==> src/rtl/core/banked_memory_mapper_core_macros.svh <==
// Assertion macros for the banked memory mapper core.
`ifndef BANKED_MEMORY_MAPPER_CORE_MACROS_SVH
`define BANKED_MEMORY_MAPPER_CORE_MACROS_SVH

`ifndef SYNTHESIS

`define BMM_ASSERT_IMPL(label, ante, cons) \
    label: assert property (@(posedge clk) disable iff (!rst_n) (ante) |-> (cons)) \
        else $error("assertion failed");

`define BMM_ASSERT_NEXT(label, ante, cons) \
    label: assert property (@(posedge clk) disable iff (!rst_n) (ante) |=> (cons)) \
        else $error("assertion failed");

`else

`define BMM_ASSERT_IMPL(label, ante, cons)

`define BMM_ASSERT_NEXT(label, ante, cons)

`endif

`endif

==> src/rtl/core/bmm_pkg.sv <==
// Types, constants and helpers shared by the banked memory mapper.
package bmm_pkg;

    localparam int unsigned ADDR_W     = 16;
    localparam int unsigned DATA_W     = 8;
    localparam int unsigned PHYS_W     = 20;
    localparam int unsigned PAGE_OFS_W = 13;
    localparam int unsigned TBL_IDX_W  = 5;
    localparam int unsigned TBL_DEPTH  = 32;
    localparam int unsigned BANK_W     = 2;

    localparam logic [DATA_W-1:0]    BOOT_PAGE   = 8'd7;
    localparam logic [TBL_IDX_W-1:0] BOOT_ENTRY  = 5'd7;
    localparam logic [ADDR_W-1:0]    ADDR_MAP    = 16'h0000;
    localparam logic [ADDR_W-1:0]    ADDR_IO     = 16'h0001;
    localparam logic [ADDR_W-1:0]    ADDR_FAST   = 16'hFFFA;
    localparam logic [2:0]           IO_WINDOW   = 3'b110;

    typedef enum logic [1:0] {
        TGT_DROP = 2'd0,
        TGT_RAM  = 2'd1,
        TGT_IO   = 2'd2,
        TGT_REG  = 2'd3
    } target_t;

    function automatic logic [DATA_W-1:0] table_reset_value(input logic [TBL_IDX_W-1:0] idx);
        logic [DATA_W-1:0] v;
        v = {{(DATA_W-TBL_IDX_W){1'b0}}, idx};
        if (idx == BOOT_ENTRY)
        begin
            v = BOOT_PAGE;
        end
        return v;
    endfunction

endpackage

==> src/rtl/core/bmm_in_if.sv <==
// Access channel into the mapper: valid/ready plus the CPU access fields.
interface bmm_in_if;
    logic                        valid;
    logic                        ready;
    logic                        action;
    logic [bmm_pkg::ADDR_W-1:0]  cpu_address;
    logic [bmm_pkg::DATA_W-1:0]  write_data;

    modport source (output valid, action, cpu_address, write_data, input ready);
    modport sink   (input valid, action, cpu_address, write_data, output ready);
endinterface

==> src/rtl/core/bmm_out_if.sv <==
// Routed access channel out of the mapper: valid/ready plus the routing fields.
interface bmm_out_if;
    logic                        valid;
    logic                        ready;
    logic [1:0]                  target;
    logic [bmm_pkg::PHYS_W-1:0]  phys_address;
    logic [bmm_pkg::BANK_W-1:0]  io_bank;
    logic [bmm_pkg::ADDR_W-1:0]  bus_address;
    logic                        is_write;
    logic [bmm_pkg::DATA_W-1:0]  out_data;
    logic [bmm_pkg::DATA_W-1:0]  fast_mode;

    modport source (output valid, target, phys_address, io_bank, bus_address, is_write,
                    out_data, fast_mode, input ready);
    modport sink   (input valid, target, phys_address, io_bank, bus_address, is_write,
                    out_data, fast_mode, output ready);
endinterface

==> src/rtl/core/banked_memory_mapper_core.sv <==
// Banked memory mapper: decodes one CPU bus access per beat and routes it.
//
//  channel  | modport | beat contents
//  ---------+---------+-------------------------------------------------------
//  access   | sink    | action, cpu_address, write_data
//  route    | source  | target, phys_address, io_bank, bus_address, is_write,
//           |         | out_data, fast_mode
//
// One beat per cycle unless the route side stalls; each result appears in the cycle after its access beat.
// Decode and the bank table read happen at the access edge, into the result register.
// The access side stays ready while the result register is empty or being drained.
// Reset restores the bank tables through per-entry valid bits; no clearing pass.
`include "banked_memory_mapper_core_macros.svh"

module banked_memory_mapper_core (
    input  logic      clk,
    input  logic      rst_n,
    bmm_in_if.sink    access,
    bmm_out_if.source route
);
    import bmm_pkg::*;

    logic [DATA_W-1:0]    table_mem [TBL_DEPTH];
    logic [TBL_DEPTH-1:0] tbl_valid_reg;

    logic [DATA_W-1:0]    map_control_reg, map_control_next;
    logic [DATA_W-1:0]    io_control_reg, io_control_next;
    logic                 page_c_is_ram_reg, page_c_is_ram_next;
    logic [DATA_W-1:0]    fast_byte_reg, fast_byte_next;

    logic                 out_valid_reg;
    target_t              target_reg, target_next;
    logic [BANK_W-1:0]    io_bank_reg, io_bank_next;
    logic [ADDR_W-1:0]    bus_address_reg;
    logic                 is_write_reg;
    logic [DATA_W-1:0]    out_data_reg, out_data_next;
    logic                 use_tbl_reg, use_tbl_next;
    logic [DATA_W-1:0]    rd_mem_reg;
    logic                 rd_valid_reg;
    logic [TBL_IDX_W-1:0] rd_idx_reg, rd_idx;

    logic                 accept;
    logic                 tbl_we;
    logic [TBL_IDX_W-1:0] edit_idx;
    logic                 low_area, io_win, edit_hit;
    logic [DATA_W-1:0]    entry;

    assign accept   = access.valid && access.ready;
    assign access.ready = !out_valid_reg || route.ready;

    assign low_area = (access.cpu_address[ADDR_W-1:4] == '0);
    assign io_win   = !page_c_is_ram_reg && (access.cpu_address[ADDR_W-1:PAGE_OFS_W] == IO_WINDOW);
    assign edit_hit = map_control_reg[7] && low_area && access.cpu_address[3];
    assign edit_idx = {map_control_reg[5:4], access.cpu_address[2:0]};

    always_comb
    begin
        map_control_next   = map_control_reg;
        io_control_next    = io_control_reg;
        page_c_is_ram_next = page_c_is_ram_reg;
        fast_byte_next     = fast_byte_reg;
        target_next        = TGT_RAM;
        io_bank_next       = '0;
        out_data_next      = '0;
        use_tbl_next       = 1'b0;
        tbl_we             = 1'b0;
        rd_idx             = {map_control_reg[1:0], access.cpu_address[ADDR_W-1:PAGE_OFS_W]};
        if (access.action)
        begin
            out_data_next = access.write_data;
            if (access.cpu_address == ADDR_FAST)
            begin
                fast_byte_next = access.write_data;
            end
            if (low_area)
            begin
                if (edit_hit)
                begin
                    tbl_we      = accept;
                    target_next = TGT_REG;
                end
                else if (access.cpu_address == ADDR_MAP)
                begin
                    map_control_next = access.write_data;
                    target_next      = TGT_REG;
                end
                else if (access.cpu_address == ADDR_IO)
                begin
                    io_control_next    = access.write_data;
                    page_c_is_ram_next = access.write_data[2];
                    target_next        = TGT_REG;
                end
                else
                begin
                    target_next = TGT_DROP;
                end
            end
            else if (io_win)
            begin
                target_next  = TGT_IO;
                io_bank_next = io_control_reg[BANK_W-1:0];
            end
        end
        else
        begin
            if (io_win)
            begin
                target_next  = TGT_IO;
                io_bank_next = io_control_reg[BANK_W-1:0];
            end
            else if (edit_hit)
            begin
                target_next  = TGT_REG;
                use_tbl_next = 1'b1;
                rd_idx       = edit_idx;
            end
            else if (access.cpu_address == ADDR_MAP)
            begin
                target_next   = TGT_REG;
                out_data_next = map_control_reg;
            end
            else if (access.cpu_address == ADDR_IO)
            begin
                target_next   = TGT_REG;
                out_data_next = io_control_reg;
            end
        end
    end

    always_ff @(posedge clk)
    begin
        if (tbl_we)
        begin
            table_mem[edit_idx] <= access.write_data;
        end
        if (accept)
        begin
            rd_mem_reg      <= table_mem[rd_idx];
            rd_idx_reg      <= rd_idx;
            target_reg      <= target_next;
            io_bank_reg     <= io_bank_next;
            bus_address_reg <= access.cpu_address;
            is_write_reg    <= access.action;
            out_data_reg    <= out_data_next;
            use_tbl_reg     <= use_tbl_next;
        end
    end

    always_ff @(posedge clk or negedge rst_n)
    begin
        if (!rst_n)
        begin
            tbl_valid_reg     <= '0;
            rd_valid_reg      <= 1'b0;
            map_control_reg   <= '0;
            io_control_reg    <= '0;
            page_c_is_ram_reg <= 1'b0;
            fast_byte_reg     <= '0;
            out_valid_reg     <= 1'b0;
        end
        else
        begin
            if (tbl_we)
            begin
                tbl_valid_reg[edit_idx] <= 1'b1;
            end
            if (accept)
            begin
                rd_valid_reg      <= tbl_valid_reg[rd_idx];
                map_control_reg   <= map_control_next;
                io_control_reg    <= io_control_next;
                page_c_is_ram_reg <= page_c_is_ram_next;
                fast_byte_reg     <= fast_byte_next;
                out_valid_reg     <= 1'b1;
            end
            else if (route.ready)
            begin
                out_valid_reg <= 1'b0;
            end
        end
    end

    assign entry = rd_valid_reg ? rd_mem_reg : table_reset_value(rd_idx_reg);

    assign route.valid        = out_valid_reg;
    assign route.target       = target_reg;
    assign route.phys_address = (target_reg == TGT_RAM)
                                ? {entry[PHYS_W-PAGE_OFS_W-1:0], bus_address_reg[PAGE_OFS_W-1:0]}
                                : '0;
    assign route.io_bank      = io_bank_reg;
    assign route.bus_address  = bus_address_reg;
    assign route.is_write     = is_write_reg;
    assign route.out_data     = use_tbl_reg ? entry : out_data_reg;
    assign route.fast_mode    = fast_byte_reg;

    `BMM_ASSERT_NEXT(a_result_follows, accept, route.valid)
    `BMM_ASSERT_IMPL(a_bank_only_io, route.valid && (route.target != TGT_IO), route.io_bank == '0)
    `BMM_ASSERT_NEXT(a_map_write, accept && access.action && (access.cpu_address == ADDR_MAP), map_control_reg == $past(access.write_data))
    `BMM_ASSERT_IMPL(a_tbl_read_is_reg, route.valid && use_tbl_reg, (route.target == TGT_REG) && !route.is_write)
    `BMM_ASSERT_NEXT(a_stall_holds, route.valid && !route.ready, $stable(target_reg) && $stable(fast_byte_reg))

endmodule

==> src/flat_wrapper.sv <==
// flat-port wrapper written by rule: the top's interface ports become plain ports
module banked_memory_mapper_core_flat import bmm_pkg::*;
  (clk, rst_n, access_valid, access_action, access_cpu_address, access_write_data, access_ready, route_valid, route_target, route_phys_address, route_io_bank, route_bus_address, route_is_write, route_out_data, route_fast_mode, route_ready);
  bmm_in_if access_i ();
  bmm_out_if route_i ();
  input  logic clk;
  input  logic rst_n;
  input wire logic [$bits(access_i.valid)-1:0] access_valid;
  input wire logic [$bits(access_i.action)-1:0] access_action;
  input wire logic [$bits(access_i.cpu_address)-1:0] access_cpu_address;
  input wire logic [$bits(access_i.write_data)-1:0] access_write_data;
  output wire logic [$bits(access_i.ready)-1:0] access_ready;
  output wire logic [$bits(route_i.valid)-1:0] route_valid;
  output wire logic [$bits(route_i.target)-1:0] route_target;
  output wire logic [$bits(route_i.phys_address)-1:0] route_phys_address;
  output wire logic [$bits(route_i.io_bank)-1:0] route_io_bank;
  output wire logic [$bits(route_i.bus_address)-1:0] route_bus_address;
  output wire logic [$bits(route_i.is_write)-1:0] route_is_write;
  output wire logic [$bits(route_i.out_data)-1:0] route_out_data;
  output wire logic [$bits(route_i.fast_mode)-1:0] route_fast_mode;
  input wire logic [$bits(route_i.ready)-1:0] route_ready;
  assign access_i.valid = access_valid;
  assign access_i.action = access_action;
  assign access_i.cpu_address = access_cpu_address;
  assign access_i.write_data = access_write_data;
  assign access_ready = access_i.ready;
  assign route_valid = route_i.valid;
  assign route_target = route_i.target;
  assign route_phys_address = route_i.phys_address;
  assign route_io_bank = route_i.io_bank;
  assign route_bus_address = route_i.bus_address;
  assign route_is_write = route_i.is_write;
  assign route_out_data = route_i.out_data;
  assign route_fast_mode = route_i.fast_mode;
  assign route_i.ready = route_ready;
  banked_memory_mapper_core u_core (.clk(clk), .rst_n(rst_n), .access(access_i), .route(route_i));
endmodule
==> config.mk <==
export PLATFORM = sky130hd
export DESIGN_NAME = banked_memory_mapper_core_flat
export DESIGN_NICKNAME = d
export VERILOG_FILES = /design/src/rtl/core/bmm_pkg.sv /design/src/rtl/core/bmm_in_if.sv /design/src/rtl/core/bmm_out_if.sv /design/src/rtl/core/banked_memory_mapper_core.sv /design/src/flat_wrapper.sv
export VERILOG_INCLUDE_DIRS = /design/src /design/src/rtl/core
export SDC_FILE = /design/constraint.sdc
export NUM_CORES = 1
export LEC_CHECK = 0
export ABC_AREA = 1
export BUFFER_PORTS_ARGS = -buffer_cell sky130_fd_sc_hd__buf_2
export CAP_MARGIN = 0
export CORE_AREA = 5 5 159 238
export CTS_BUF_LIST = sky130_fd_sc_hd__clkbuf_4 sky130_fd_sc_hd__clkbuf_8
export DETAILED_ROUTE_END_ITERATION = 10
export DIE_AREA = 0 0 164 243
export SYNTH_ARGS = -nofsm -noshare
export SYNTH_HDL_FRONTEND = slang
export SYNTH_SLANG_ARGS = --single-unit
==> constraint.sdc <==
create_clock -name clk -period 1.9 [get_ports clk]
set_input_delay 0.095 -clock clk [delete_from_list [all_inputs] [get_ports clk]]
set_output_delay 0.095 -clock clk [all_outputs]
set_load 0.02 [all_outputs]
======== Word level (Yosys, flattened, before mapping) ========
Memory sizes are Yosys's and may differ from the RTL's. A register that Yosys moved wholly into a read port is not among the register bits.
Cells that the tools add are included.
word-level totals
  input port bits ......................... 29
  output and inout bits ................... 59
  RAM bits ................................ 256
  memories ................................ 1
  flip-flop bits (word level) ............. 94
  logic and storage cells ................. 78
memory list
  name              depth  width  read ports  clocked after Yosys merged registers in  wr ports  line                             source
  u_core.table_mem  32     8      1           1                                        1         banked_memory_mapper_core.sv:23  logic [DATA_W-1:0] table_mem [TBL_DEPTH];
operators by class
  multiplexer cells ....................... 37
  bitwise operators ....................... 3
  $lt $le $gt $ge ......................... 3
  reduce and logical (&&, ||, !) cells .... 15
  eq/ne operators ......................... 5
operator list
  cell                    count
  $mux W8                 7
  $or A32 B32 Y32         1
  $mux W2                 13
  $mux W20                1
  $mux W5                 4
  $eq A16 B1 Y1 const B   1
  $eq A16 B16 Y1 const B  1
  $logic_not A16 Y1       1
  $logic_not A12 Y1       1
  $lt A5 B6 Y1 const B    2
  $mux W1                 10
  $reduce_and A6 Y1       1
  $bmux W1 S5             1
  $demux W1 S5            1
  $eq A5 B3 Y1 const B    1
  $ge A5 B1 Y1 const B    1
  $logic_and A1 B1 Y1     5
  $reduce_and A5 Y1       1
  $eq A3 B3 Y1 const B    1
  $reduce_and A3 Y1       1
  $eq A2 B1 Y1 const B    1
  $logic_not A1 Y1        2
  $not A1 Y1              2
  $reduce_bool A2 Y1      1
  2 further kinds         2

======== Longest topological paths before layout ========
Gate-level depths: netlist (run 1).
  depth after elaboration ................. 8
  mapped depth ............................ 18

======== Worst setup path before layout (run 1) ========
OpenSTA, ideal clock, no wires.
  kind .................................... register -> register
  start ................................... register u_core.out_valid_reg (netlist: u_core.route.valid)
  end ..................................... memory u_core.table_mem[14][0], enable pin
  clock period less this slack ............ 2.144 ns
  setup time .............................. 0.373 ns
  data required time ...................... 1.527 ns
  cell stages (with the launch flop) ...... 8
  setup slack ............................. -0.244 ns
  arrival ................................. 1.770 ns
  buffers on the path ..................... 0
  cells stage by stage .................... dfrtp_1 > nand2_1 > nand2_1 > nor2_1 > nand2_1 > nor2_1 > nand2_1 > nor2_1
between the ends
  word-level cells in the longest chain between the ends .. 8
RTL lines
  what                           line                              source
  start: declaration             banked_memory_mapper_core.sv:31   logic out_valid_reg;
  start signal: assignment       banked_memory_mapper_core.sv:159  out_valid_reg <= 1'b0;
  start signal: assignment       banked_memory_mapper_core.sv:174  out_valid_reg <= 1'b1;
  start signal: assignment       banked_memory_mapper_core.sv:178  out_valid_reg <= 1'b0;
  $logic_not A1 Y1               banked_memory_mapper_core.sv:49   assign access.ready = !out_valid_reg || route.ready;
  $logic_or A1 B1 Y1             banked_memory_mapper_core.sv:49
  named net access_ready         flat_wrapper.sv:12                output wire logic [$bits(access_i.ready)-1:0] access_ready;
  $logic_and A1 B1 Y1            banked_memory_mapper_core.sv:48   assign accept = access.valid && access.ready;
  $mux W1                        banked_memory_mapper_core.sv:77   if (edit_hit)
  $mux W1                        banked_memory_mapper_core.sv:75   if (low_area)
  $mux W1                        banked_memory_mapper_core.sv:68   if (access.action)
  $mux W1                        banked_memory_mapper_core.sv:132  if (tbl_we)
  $mux W1 (implied by the code)  banked_memory_mapper_core.sv:134  table_mem[edit_idx] <= access.write_data;
  end: declaration               banked_memory_mapper_core.sv:23
The timed path passes the listed nets, and every way through them passes these cells.

==> results of run 1 <==
## power groups by stage
stage	Combinational [mW]	Sequential [mW]	Clock (mW)
floorplan	0.706	8.80	0
global placement	1.39	8.78	0
detailed placement	1.40	8.78	0
CTS	1.58	8.62	6.48
global route	1.76	8.62	6.79
finish	1.64	8.62	6.34
## cell usage after synthesis, types with 2 or more instances
master / n / share of area
nand2_4: 3 / 0.0022
o21ai_2: 3 / 0.0017
buf_2: 21 / 0.0070
o21ai_0: 110 / 0.037
clkbuf_1: 27 / 0.0067
mux2i_1: 5 / 0.0033
nand2_1: 164 / 0.041
nor3_1: 4 / 0.0013
buf_6: 8 / 0.0060
or2_1: 11 / 0.0046
buf_4: 9 / 0.0045
or2_2: 14 / 0.0058
a22oi_1: 4 / 0.0020
inv_2: 9 / 0.0022
dfrtp_1: 58 / 0.096
nor4_1: 3 / 0.0012
edfxtp_1: 299 / 0.60
o211ai_1: 65 / 0.032
a21oi_1: 8 / 0.0027
nand2_2: 5 / 0.0021
nor2_1: 203 / 0.051
inv_1: 128 / 0.032
o21ai_1: 15 / 0.0050
o22ai_1: 4 / 0.0017
nor3_2: 2 / 0.0013
nand4_1: 3 / 0.0012
nor2_2: 2 / 0.00083
nand3_1: 146 / 0.048
## how the worst max path moves through the flow
stage | startpoint | endpoint | slack, ns | cells past startpoint
CTS | u_core.io_control_reg[2] | u_core.rd_mem_reg[4] | -0.33 | 16
global route | u_core.io_control_reg[2] | u_core.rd_mem_reg[7] | -0.44 | 18
floorplan | u_core.io_control_reg[2] | u_core.rd_mem_reg[4] | -0.02 | 15
global placement | access_cpu_address[5] | u_core.rd_mem_reg[3] | -0.50 | 18
finish | u_core.io_control_reg[2] | u_core.rd_mem_reg[4] | -0.36 | 18
detailed placement | access_cpu_address[9] | u_core.rd_mem_reg[3] | -0.51 | 18
## layout by cell type, fill, tap and decap left out, types with 37 or more instances in the layout
cell type | netlist | routed
inv_1 | 128 | 125
buf_2 | 21 | 87
nand2_1 | 164 | 135
nand3_1 | 146 | 131
clkbuf_8 | 0 | 56
dfrtp_1 | 58 | 57
nor2_1 | 203 | 161
buf_4 | 9 | 96
o21ai_0 | 110 | 101
nor2_4 | 1 | 37
edfxtp_1 | 299 | 299
o211ai_1 | 65 | 65
## metal layers
layer,global-route usage,vias to the layer above
met2,0.3784,381
met1,0.2430,5348
met4,0.1059,0
li1,-,5162
met3,0.02919,115
met5,0,-
## final cells by class
| class | count | area [µm²] |
|---|---|---|
| Antenna cell | 1 | 2.502 |
| Sequential cell | 357 | 10430 |
| Fill cell | 3041 | 15930 |
| Multi-Input combinational cell | 779 | 4392 |
| Tap cell | 478 | 598.1 |
| Clock buffer | 70 | 875.8 |
| Timing Repair inverter | 1 | 7.507 |
| Timing Repair Buffer | 269 | 2559 |
| Clock inverter | 25 | 197.7 |
| Inverter | 138 | 533.0 |
## timing repair
action,in CTS,in global routing
gates cloned,6,6
hold buffers,28,0
endpoints found under the hold margin,120,0
buffers inserted,15,3
pin swaps,36,44
endpoints found under the setup margin,294,202
resized for setup,79,39
## kinds of logic after synthesis
logic type             count (synthesis)  share of synthesized area
AND/OR/NAND/NOR                      563                     0.1633
AO/OA/AOI/OAI                        211                    0.08300
buffers and inverters                203                    0.05851
multiplexers                           5                   0.003320
flip-flops                           357                     0.6918
## worst reg2reg max path, stage by stage, from the launching register on
cell,delay [ns]
dfrtp_1,0.35
nor2_1,0.05
nand2_2,0.07
nand2_2,0.06
inv_2,0.09
nand4_4,0.11
nand2_4,0.13
nand2_8,0.10
buf_12,0.17
clkbuf_16,0.16
clkbuf_16,0.16
nor2_2,0.07
nor2_1,0.05
o21ai_1,0.08
nand3_1,0.11
nand3_2,0.09
nand2_2,0.06
nand2_2,0.09
nand2_1,0.06
==> metrics.txt, run 1 <==
Sw Ratio 0.2398; sequential share of the synthesized area 0.6918; clock root cell clkbuf_8; Post-Syn Area 0.01508 mm²; layout cells sized above 1 0.2843; Fin. Hold Viols 0; syn nets 1368; sw power 3.981 mW; cells along the critical path nor2_1 > nand2_2 > nand2_2 > inv_2 > nand4_4 > nand2_4 > nand2_8 > buf_12 > clkbuf_16 > clkbuf_16 > nor2_2 > nor2_1 > o21ai_1 > nand3_1 > nand3_2 > nand2_2 > nand2_2 > nand2_1; CP max-delay cell dfrtp_1; cells on worst reg2reg path 18; Slew Viols, Final 0; Core Area roughly 0.036 mm²; fin area 0.01960 mm²; post-route worst setup slack -0.3563 ns; CP bufs+invs 4; vias 11.01k; full die area 0.03985 mm²; Seq pwr share 0.520; violated checks setup timing; pre-CTS setup slack -0.5075 ns; CP Capture Type flip-flop; vias in the first global route 11.21k; origin of the critical flop-to-flop path u_core.io_control_reg[2]; Tcrit/Tclk final 1.188; Syn Inst Count approximately 1.3k; setup_tns -2.756 ns; Post-DP HPWL roughly 28000 µm; EDFF count, synth 299; VDD IR max 0.5004 mV; Die Y 243 µm; dpl cells between 1.5k and 2k; Worst Hold Depth 1; Int Pwr 12.62 mW; Core Util, Final 0.5517; Max-cap violations 0; synth warn 0; Final nets 1626; FFs w/ async S/R, synth 0.1625; largest stage delay on the critical path 0.35 ns; deepest clock path buffer count 3; row count 85; initial antenna violation count 1; H-tree depth 2; Post-synth top flop edfxtp_1; Syn Area/Cell roughly 11 µm²; CTS buffer count 51; static leakage 7.723 nW; Area growth syn-to-layout 29.99%; WL/cell slightly above 20 µm; total clock sinks around 360; Initial DRT Pass Iterations 5; Worst Path Max Fanout 7; non-filler cells, final 2118; Comb pwr share 0.099; # setup viols final 9; Crit Path Class reg -> reg; Top Metal Used met4; WL met2 22110 µm; number of I/O pins 88; global-route wire length before repair 63950 µm; met3 WL post-DR 2141 µm; Hold WS about 0.036 ns; dpl cell area 0.01729 mm²; Worst R2R End u_core.rd_mem_reg[4]; Slew @ Worst Pin about 0.63 ns; Routed Antenna Nets 0; Power Dens Cells 847.0 mW/mm²; WL final 42660 µm; Crit path required time about 2.3 ns; Skew-Pair Late Insertion Delay 0.61 ns; Tmin final 2.256 ns; grt ovf 0; reg-to-reg setup timing slack -0.36 ns; met1 wire length approximately 16000 µm; Critical Path AT 2.63 ns; largest net degree at the start of global routing around 50; type of origin of the critical path flip-flop; initial drt markers 702; Total Routing Usage GR 0.2108; worst min-delay path category in -> reg; max FFs per register 256; Largest delay share family, worst path simple AND/OR/NAND/NOR gates; clock network fraction of total power 0.382; Worst Clk Skew 0.02751 ns; Most common cell on crit path nand2_2; vias per std cell 5.196; CTS tree built; Slew HR 0.5816; initial core utilization 0.4244; number of port buffers 87; clock slew at reported path FFs 0.07 ns; synthesized flop and latch total 357; final total power 16.60 mW; Placer Congestion 0.8378; hold_sp access_write_data[6]; RSZ-0062 raised after global routing true; FMAX between 0.4 and 0.5 GHz; status finished, violations left; DRC Markers 0; worst-case hold path end point u_core.table_mem[17][6]; Die W 164 µm; synth unique cells 34
No activity file was read; power rests on OpenSTA's default activity.
==> run 2, diff against run 1 <==
Settings changed: REMOVE_ABC_BUFFERS from default to 1.
==> run 2 against run 1 <==
Against the previous run: the run still ends with setup timing left; combinational power decreased by 4%; clock skew decreased by 0.0060 ns; clock-buffer cell count increased by 3; sequential power about the same; first-iteration DRC count increased by 7.1%; critical endpoint is now u_core.rd_mem_reg[3]; largest cell class unchanged; largest power group unchanged.
==> metrics.txt, run 2 (same netlist as run 1, synthesis figures left out) <==
worst setup path startpoint u_core.io_control_reg[2] (unchanged); Worst Clk Skew 0.02149 ns (was 0.02751 ns); met1 GRT Util 0.2321 (was 0.2430); origin of the critical flop-to-flop path u_core.io_control_reg[2] (unchanged); post-route worst setup slack -0.3975 ns (was -0.3563 ns); CTS tree built (unchanged); Die W 164 µm (unchanged); number of port buffers 87 (unchanged); most common cell after layout, fill and taps aside edfxtp_1 (unchanged); met2 global-route usage 0.3848 (was 0.3784); Tcrit/Tclk final 1.209 (was 1.188); layout cells sized above 1 0.2810 (was 0.2843); Slew @ Worst Pin 0.7337 ns (was 0.6276 ns); worst min-delay path category in -> reg (unchanged); initial drt markers 752 (was 702); Post-DP HPWL 27580 µm (was 27900 µm); Final nets 1655 (was 1626); Area growth syn-to-layout 28.18% (was 29.99%); Initial DRT Pass Iterations 6 (was 5); Tmin final 2.297 ns (was 2.256 ns); FF/Latch Area 0.01043 mm² (unchanged); DRC Markers 0 (unchanged); cells along the critical path nor2_2 > nand2_2 > nand2_2 > inv_2 > nand4_4 > nand2_8 > nand2_8 > buf_16 > buf_12 > buf_12 > o211ai_1 > nand3_1 > nand3_2 > nand2_2 > nand2_2 > nand2_1 (was nor2_1 > nand2_2 > nand2_2 > inv_2 > nand4_4 > nand2_4 > nand2_8 > buf_12 > clkbuf_16 > clkbuf_16 > nor2_2 > nor2_1 > o21ai_1 > nand3_1 > nand3_2 > nand2_2 > nand2_2 > nand2_1); RSZ-0062 raised after global routing true (unchanged); deepest clock path buffer count 3 (unchanged); Slew HR 0.5108 (was 0.5816); WL/cell 20.00 µm (was 20.14 µm); busiest grt layer met2 (unchanged); Total Routing Usage GR 0.2084 (was 0.2108); final total power 16.27 mW (was 16.60 mW); Placer Congestion 0.8995 (was 0.8378); Core Util, Final 0.5440 (was 0.5517); initial core utilization 0.4244 (unchanged); vias 11.03k (was 11.01k); CP Capture Type flip-flop (unchanged); Die Y 243 µm (unchanged); # setup viols final 9 (unchanged); Skew-Pair Late Insertion Delay 0.60 ns (was 0.61 ns); commonest non-fill, non-tap cells in the layout 299 x edfxtp_1, 170 x nor2_1, 149 x nand2_1 (was 299 x edfxtp_1, 161 x nor2_1, 135 x nand2_1); hold_sp access_write_data[4] (was access_write_data[6]); violated checks setup timing (unchanged); setup_tns -3.171 ns (was -2.756 ns); full die area 0.03985 mm² (unchanged); fin area 0.01932 mm² (was 0.01960 mm²); CTS buffer count 51 (unchanged); Fin. Hold Viols 0 (unchanged); Core Area 0.03552 mm² (unchanged); vias in the first global route 11.16k (was 11.21k); largest stage delay on the critical path 0.37 ns (was 0.35 ns); dpl cell area 0.01710 mm² (was 0.01729 mm²); VDD IR max 0.4321 mV (was 0.5004 mV); Routed Antenna Nets 0 (unchanged); clock root cell clkbuf_8 (unchanged); static leakage 7.828 nW (was 7.723 nW); number of I/O pins 88 (unchanged); H-tree depth 2 (unchanged); Crit path required time 2.26 ns (was 2.28 ns); FMAX 0.4353 GHz (was 0.4432 GHz); Critical Path AT 2.66 ns (was 2.63 ns); non-filler cells, final 2141 (was 2118); Max-cap violations 0 (unchanged); global-route wire length before repair 63560 µm (was 63950 µm); row count 85 (unchanged); max FFs per register 256 (unchanged); clock slew at reported path FFs 0.06 ns (was 0.07 ns); Slew Viols, Final 0 (unchanged); status finished, violations left (unchanged); type of origin of the critical path flip-flop (unchanged); Power Dens Cells 842.0 mW/mm² (was 847.0 mW/mm²); met3 usage in global routing 0.02699 (was 0.02919); CP max-delay cell dfrtp_1 (unchanged); total clock sinks 357 (unchanged); dpl cells 1995 (was 1964); Fillers 3052 (was 3041); Crit Path Class reg -> reg (unchanged); Most common cell on crit path nand2_2 (unchanged); initial antenna violation count 1 (unchanged); vias per std cell 5.154 (was 5.196); area of the multi-input gates 0.004125 mm² (was 0.004392 mm²); grt ovf 0 (unchanged); WL final 42830 µm (was 42660 µm); Worst Path Max Fanout 8 (was 7); largest net degree at the start of global routing 41 (was 51)
==> run 2: where the power goes <==
group	total (mW)	switching (mW)	leakage (nW)	internal [mW]
combinational	1.58	0.982	3.94	0.602
clock	6.07	2.81	0.534	3.26
sequential	8.62	0.0419	3.36	8.57
==> run 2: layout make-up <==
cell class,instances,area share
antenna,1,0.0001295
clock buffer,73,0.04584
clock inverter,16,0.006475
inverter,138,0.02726
multi-input combinational,780,0.2135
sequential,357,0.5398
tap,478,0.03095
timing repair buffer,298,0.1360
==> run 2: final timing paths <==
kind	end	slack [ns]	cells after the start
max in group asynchronous	u_core.tbl_valid_reg[7]	1.14	3
min in group asynchronous	u_core.rd_valid_reg	0.10	2
setup reg to reg	u_core.rd_mem_reg[3]	-0.40	16
setup / recovery	u_core.rd_mem_reg[3]	-0.40	16
hold reg to reg	u_core.tbl_valid_reg[12]	0.46	2
hold / removal	u_core.table_mem[10][4]	0.04	1
==> run 2: per-layer routing <==
| metal | wire length (µm) | share of wire |
|---|---|---|
| met1 | 15850 | 0.37 |
| met2 | 22740 | 0.53 |
| met3 | 2108 | 0.049 |
| met4 | 2132 | 0.050 |
| met5 | 0 | 0 |
==> run 2: through the flow <==
step / setup WS, ns / hold slack, ns
2_1_floorplan: -1.508 / -0.2006
3_3_place_gp: -0.4799 / 0.1987
3_5_place_dp: -0.4898 / 0.1906
4_1_cts: -0.3642 / 0.02286
5_1_grt: -0.4717 / 0.02845
6_report: -0.3975 / 0.03993
==> run 2: critical path: cells and delay by family (launching register included) <==
kind                   cells  cell delay [ns]
AND/OR/NAND/NOR           11             1.01
buffers and inverters      4             0.50
flip-flops                 1             0.37
AO/OA/AOI/OAI              1             0.15
==> run 2: timing repair <==
action | in CTS | in global routing
endpoints found under the setup margin | 281 | 271
hold buffers | 28 | 0
resized for setup | 60 | 94
endpoints found under the hold margin | 116 | 0
setup buffers | 5 | 14
cloned | 6 | 4
pin swaps | 7 | 42
